--- config.mk ---
export PLATFORM = sky130hd
export DESIGN_NAME = htwd_ctrl
export DESIGN_NICKNAME = d
export VERILOG_FILES = /design/src/hw/rtl/huffman_tree_walk_decoder_defines.svh /design/src/hw/rtl/htwd_pkg.sv /design/src/hw/rtl/htwd_ctrl.sv
export SDC_FILE = /design/constraint.sdc
export NUM_CORES = 1
export LEC_CHECK = 0
export BUFFER_PORTS_ARGS = -buffer_cell sky130_fd_sc_hd__buf_2
export CORE_AREA = 5 5 42 44
export DETAILED_ROUTE_END_ITERATION = 12
export DIE_AREA = 0 0 47 49
export GPL_ROUTABILITY_DRIVEN = 0
export SYNTH_ARGS = -nofsm -noshare
export SYNTH_HDL_FRONTEND = slang
export SYNTH_SLANG_ARGS = --single-unit
export TNS_END_PERCENT = 1
--- constraint.sdc ---
create_clock -name clk -period 1.25 [get_ports clk]
set_input_delay 0.0625 -clock clk [delete_from_list [all_inputs] [get_ports clk]]
set_output_delay 0.0625 -clock clk [all_outputs]
set_load 0.02 [all_outputs]
--- src/hw/rtl/huffman_tree_walk_decoder_defines.svh ---
// Assertion macros for the Huffman tree-walk decoder.
// Included by RTL files that carry concurrent assertions; no other dependencies.
`ifndef HUFFMAN_TREE_WALK_DECODER_DEFINES_SVH
`define HUFFMAN_TREE_WALK_DECODER_DEFINES_SVH
`ifndef SYNTHESIS
`define HTWD_ASSERT_NOW(lbl, clk, rst_n, ante, cons, msg) \
	lbl: assert property (@(posedge clk) disable iff (!rst_n) (ante) |-> (cons)) \
		else $error(msg);
`define HTWD_ASSERT_NEXT(lbl, clk, rst_n, ante, cons, msg) \
	lbl: assert property (@(posedge clk) disable iff (!rst_n) (ante) |=> (cons)) \
		else $error(msg);
`else
`define HTWD_ASSERT_NOW(lbl, clk, rst_n, ante, cons, msg)
`define HTWD_ASSERT_NEXT(lbl, clk, rst_n, ante, cons, msg)
`endif
`endif

--- src/hw/rtl/htwd_pkg.sv ---
// Shared constants, node and control types for the Huffman tree-walk decoder.
// No dependencies.
`default_nettype none
package htwd_pkg;

	localparam int MAX_NODES = 512;
	localparam int NODE_AW   = (MAX_NODES > 1) ? $clog2(MAX_NODES) : 1;
	localparam int IDX_W     = 9;
	localparam int SYM_W     = 9;
	localparam int BYTE_W    = 8;
	localparam int OUT_SYM_W = 8;
	localparam int CNT_W     = $clog2(BYTE_W + 1);

	localparam int CFG_IDX_W  = 1;
	localparam int CFG_DATA_W = 9;
	localparam logic [CFG_IDX_W-1:0] REG_ROOT_INDEX = 1'd0;
	localparam logic [CFG_IDX_W-1:0] REG_EOF_SYMBOL = 1'd1;

	typedef logic [IDX_W-1:0] idx_t;
	typedef logic [SYM_W-1:0] sym_t;

	localparam idx_t ROOT_RESET = 9'd0;
	localparam sym_t EOF_RESET  = 9'd256;

	typedef struct packed {
		logic leaf;
		sym_t symbol;
		idx_t zero;
		idx_t one;
	} node_t;

	localparam int NODE_W = $bits(node_t);

	typedef logic [1:0] rd_sel_t;
	localparam rd_sel_t RD_NONE  = 2'd0;
	localparam rd_sel_t RD_WALK  = 2'd1;
	localparam rd_sel_t RD_CHILD = 2'd2;
	localparam rd_sel_t RD_ROOT  = 2'd3;

	typedef struct packed {
		logic    node_wr;
		logic    clr_ended;
		logic    set_ended;
		logic    byte_load;
		rd_sel_t rd_sel;
		logic    walk_root;
		logic    push;
		logic    push_last;
		logic    pend_new;
		logic    pend_clr;
	} cmd_t;

	typedef struct packed {
		logic ended;
		logic leaf;
		logic eof;
		logic cnt_zero;
		logic pend_valid;
		logic out_free;
	} sts_t;

	function automatic logic node_in_range(input idx_t idx);
		return int'(idx) < MAX_NODES;
	endfunction

	function automatic logic [NODE_AW-1:0] node_ram_addr(input idx_t idx);
		return NODE_AW'(idx);
	endfunction

endpackage
`default_nettype wire

--- src/hw/rtl/htwd_ctrl.sv ---
// Controller FSM: sequences request intake, one tree step per bit and result flush.
// Depends on htwd_pkg.
`default_nettype none
module htwd_ctrl (
	input  wire logic           clk,
	input  wire logic           arst_n,
	input  wire logic           in_valid,
	input  wire logic           req_type,
	output logic                in_ready,
	input  wire htwd_pkg::sts_t sts,
	output htwd_pkg::cmd_t      cmd
);

	import htwd_pkg::*;

	localparam logic [1:0] S_IDLE  = 2'd0;
	localparam logic [1:0] S_STEP  = 2'd1;
	localparam logic [1:0] S_TEST  = 2'd2;
	localparam logic [1:0] S_FLUSH = 2'd3;

	logic [1:0] state_q;
	logic [1:0] state_d;

	assign in_ready = state_q == S_IDLE;

	always_comb begin
		cmd     = '0;
		state_d = state_q;
		unique case (state_q)
			S_IDLE: begin
				if (in_valid) begin
					if (!req_type) begin
						cmd.node_wr   = 1'b1;
						cmd.walk_root = 1'b1;
						cmd.clr_ended = 1'b1;
					end else if (!sts.ended) begin
						cmd.byte_load = 1'b1;
						cmd.rd_sel    = RD_WALK;
						state_d       = S_STEP;
					end
				end
			end
			S_STEP: begin
				cmd.rd_sel = RD_CHILD;
				state_d    = S_TEST;
			end
			S_TEST: begin
				if (sts.leaf) begin
					if (!sts.pend_valid || sts.out_free) begin
						cmd.push      = sts.pend_valid;
						cmd.pend_new  = 1'b1;
						cmd.walk_root = 1'b1;
						if (sts.eof) begin
							cmd.set_ended = 1'b1;
							state_d       = S_FLUSH;
						end else if (sts.cnt_zero) begin
							state_d = S_FLUSH;
						end else begin
							cmd.rd_sel = RD_ROOT;
							state_d    = S_STEP;
						end
					end
				end else if (sts.cnt_zero) begin
					state_d = S_FLUSH;
				end else begin
					cmd.rd_sel = RD_CHILD;
				end
			end
			S_FLUSH: begin
				if (!sts.pend_valid) begin
					state_d = S_IDLE;
				end else if (sts.out_free) begin
					cmd.push      = 1'b1;
					cmd.push_last = 1'b1;
					cmd.pend_clr  = 1'b1;
					state_d       = S_IDLE;
				end
			end
			default: state_d = S_IDLE;
		endcase
	end

	always_ff @(posedge clk or negedge arst_n) begin
		if (!arst_n) begin
			state_q <= S_IDLE;
		end else begin
			state_q <= state_d;
		end
	end

endmodule
`default_nettype wire

=== Word-level counts from Yosys, hierarchy flattened ===
Cells that the tools add are included.

* Output and inout port bits: 12
* Input bits: 10
* Register bits after elaboration: 2

* Eq/ne operators: 9
* Reduce and logical (&&, ||, !) cells: 4
* Muxes and demuxes: 41

{| class="wikitable"
|+ Operators with widths
! kind !! number
|-
| $mux 2 || 20
|-
| $mux 1 || 13
|-
| $ne 3x3->1 const B || 3
|-
| $mux 4 || 2
|-
| $pmux 2 s4 || 1
|-
| $mux 3 || 2
|-
| $ne 2x2->1 const B || 3
|-
| $pmux 2 s3 || 1
|-
| $reduce_and 6->1 || 1
|-
| $eq 2x2->1 const B || 2
|-
| $pmux 1 s2 || 2
|-
| $eq 2x1->1 const B || 1
|-
| $logic_not 2->1 || 1
|-
| $logic_not 1->1 || 1
|-
| $logic_or 1x1->1 || 1
|}

=== Longest topological paths before layout ===
* Word-level depth: 5
* Depth in mapped cells: 4
* Depth with buffers taken out: 3

=== Least setup slack after synthesis ===
Ideal clock, no wire load.

* Path type: reg2out
* From: register state_q[0]
* To: output cmd[5] (netlist name)
* Data arrival time: 1376 ps
* Buffers on the path: 1
* Cell stages (with the launch flop): 4
* Path slack: -188 ps
* Required time: 1188 ps
* Cells stage by stage: dfrtp_1 > buf_4 > nor3_1 > o21bai_1

{| class="wikitable"
|+ RTL lines
! what !! RTL line !! source
|-
| from (decl) || htwd_ctrl.sv:21 || <nowiki>logic [1:0] state_q;</nowiki>
|-
| from (signal assigned) || htwd_ctrl.sv:87 || <nowiki>state_q <= state_d;</nowiki>
|-
| to (decl) || htwd_ctrl.sv:11 || <nowiki>output htwd_pkg::cmd_t cmd</nowiki>
|}

==> run summary <==
die height = 49 um
total CTS buffers = 3
initial antenna violation count = 0
Synth Area in Compound Gates = 25.65%
status = finished, violations left
Clk Latency, worst-skew pair = 220 ps
Post-synth EDFFs = 0
unrepaired setup endpoints after global routing = yes
post-route insts no fill = 73
worst-path cell chain = nor4b_4 -> a31o_2 -> buf_6
critical path type = reg -> out
core region area = 1401 um^2
Synth cell types = 25
FFs w/ async S/R, synth = 100.0%
register area = 52.55 um^2
Period minus WS final = 1312 ps
main flop type after synthesis = dfrtp_1
Regs by FF count = state_q x2
Total GRT Usage = 7.676%
Yosys reg bits = 2
P&R area growth vs syn = 64.78%
post-synthesis simple-gate area fraction = 42.61%
Max Root-Sink Buffers = 2
H-tree Lvls = 1
post-route ant nets = 0
Final setup violation count = 7
Initial Util = 20.54%
die area = 2303 um^2
port bufs = 21
Vias per Instance = 4.425
DRT Pass-1 Iters = 2
Clk pin slew, worst setup/hold paths = 30 ps
max_cap viols = 0
setup ws final = -62.02 ps
Arrival @ worst endpoint = 1250 ps
CTS tree = yes
Detail Placement HPWL = 652.5 um
Tcrit/Tclk final = 105.0%
register name with the most flops = state_q
ant diodes = 0
YS warnings = 0
Iteration-0 DRC Markers = 7
register area share after synthesis = 17.39%
Worst Setup Start Kind = register
# rows = 14
adder-cell share of the synthesized area = 0%
largest family of logic cells by synthesized area = simple AND/OR/NAND/NOR gates
worst-margin pin slew = 263.4 ps
Die X = 47 um
vias in the first global route = 318
max frequency = 762.2 MHz
Hold Vio Cnt, Final = 0
fin. max-slew vios = 0
gate count after technology mapping = 33
total power = 909.3 uW
layout cells sized above 1 = 68.42%
synthesized area = 287.8 um^2
placed cell count = 68
top-count cell post-synth = nor2_1
Hold WC Path Type = in -> async
FILL cells = 161
max incr delay on CP = 440 ps
DRC violations left = 0
Leak = 0.0002464 uW
Clock Skews = 0.01936 ps
number of flip-flops under the largest register name = 2
# IOs = 22
critical path's slowest cell = dfrtp_2
failing checks = setup timing
post-synthesis mux area share = 0%
drt total wl = 777 um
per-cell routed wire length = 10.64 um
cell taking the most area after synthesis = dfrtp_1
worst vdd ir = 0.5779 mV
total grt overflow = 0
top cells by area, synth = dfrtp_1 17%, nor4b_4 8.3%, buf_4 7.8%, nor2_1 5.2%, nor2b_4 4.8%
Max-Slew Margin vs Limit = 82.36%
WP data required = 1190 ps
post-synthesis xor/xnor area fraction = 0%
Syn Area/Cell = 8.720 um^2
final net count = 69
CTS Root Cell = clkbuf_4
Pwr Density = 1917 nW/um^2
post-synth top area share = 17.39%
Worst Path Max Fanout = 6
first-pass GRT wire length = 1248 um
hold_ws = 161.2 ps
Finished Cell Area = 474.2 um^2
area of the multi-input gates = 209.0 um^2
largest net degree at the start of global routing = 8
crit end category = primary output
vias = 323
syn_nets = 43
clock tree sinks = 2
most instantiated cells after synthesis = 4 x nor2_1, 3 x buf_4, 2 x dfrtp_1, 2 x inv_1, 2 x o21ai_0
Placed Instance Area = 399.1 um^2
-- cells in the final DEF (no fill, tap or decap) --
cell           synthesis  routed
o21ai_1                1       1
a22o_1                 1       1
nor2b_4                1       1
nand3_4                0       1
a211o_1                1       1
nor2_1                 4       4
inv_1                  2       2
dlygate4sd3_1          0       1
buf_4                  3       8
dfrtp_2                0       2
or2_2                  1       1
and2b_2                1       1
a21oi_2                1       1
and4_2                 1       1
a21oi_1                1       1
nor3_2                 0       1
buf_2                  0      14
nor4b_4                1       1
nand2b_1               1       1
and3b_4                1       1
clkbuf_4               0       3
nand2_1                1       1
buf_6                  1       2
nand3b_1               1       1
o21ai_0                2       2
o2111a_1               1       1
o21bai_1               1       1
a31o_2                 1       1
-- critical path: cells and delay by family, from the launching register on --
family | cells | cell delay (ps)
buffers and inverters | 1 | 110
and+or+nand+nor | 1 | 320
DFF | 1 | 440
AOI/OAI and AO/OA | 1 | 160
-- what timing repair did --
action | 4_1_cts | 5_1_grt
hold buffers | 1 | 0
hold endpoints to repair | 2 | 0
setup endpoints to repair | 10 | 10
pin swaps | 4 | 0
gates cloned | 0 | 0
buffers inserted | 1 | 0
gates resized for setup | 7 | 5
-- stage by stage --
| step | setup TNS (ps) | utilization [%] | setup slack (ps) |
|---|---|---|---|
| after floorplan | -7.035 | - | -7.035 |
| after global placement | 0 | 28.48 | 69.40 |
| after detailed placement | 0 | 28.48 | 38.13 |
| after CTS | -328.2 | 32.50 | -65.46 |
| after global routing | -728.3 | 33.84 | -164.5 |
| final | -238.8 | 33.84 | -62.02 |
-- metal layers --
layer | global-route usage, % | up-vias | part of all wire [%]
li1 | - | 166 | -
met1 | 8.132 | 147 | 38
met2 | 11.31 | 10 | 54
met3 | 2.583 | 0 | 8.0
met4 | 6.912 | 0 | 0
met5 | 0 | - | 0
-- power by group --
part           internal [uW]  total, uW  leakage [uW]  switching, uW
registers                103        170     0.0000222           67.7
logic                    307        602      0.000210            294
clock network            105        137     0.0000138           31.7
total                    516        909      0.000246            394
-- cells by family after synthesis --
| logic type | count (synthesis) |
|---|---|
| simple gates | 15 |
| flops | 2 |
| compound gates | 10 |
| buf+inv | 6 |
-- layout make-up --
class                   instances  area share, %
well taps                      16          4.222
repair buffers                 25          34.30
inverters                       2          1.583
multi-input cells              25          44.06
flip-flops and latches          2          11.08
clock buffers                   3          4.749
-- worst paths after layout --
kind                                             start                     end  slack, ps  depth (start not counted)
worst min-delay path                            arst_n  state_q[0]$_DFFE_PN0P_        160                          2
max in group asynchronous                       arst_n  state_q[1]$_DFFE_PN0P_        980                          2
worst min register to register  state_q[0]$_DFFE_PN0P_  state_q[1]$_DFFE_PN0P_        730                          2
worst max-delay path            state_q[1]$_DFFE_PN0P_                  cmd[4]        -60                          3
min in group clk                                sts[3]  state_q[1]$_DFFE_PN0P_        170                          4
worst max register to register  state_q[1]$_DFFE_PN0P_  state_q[1]$_DFFE_PN0P_         90                          3
Note: power is estimated with default switching activity, not from simulation.
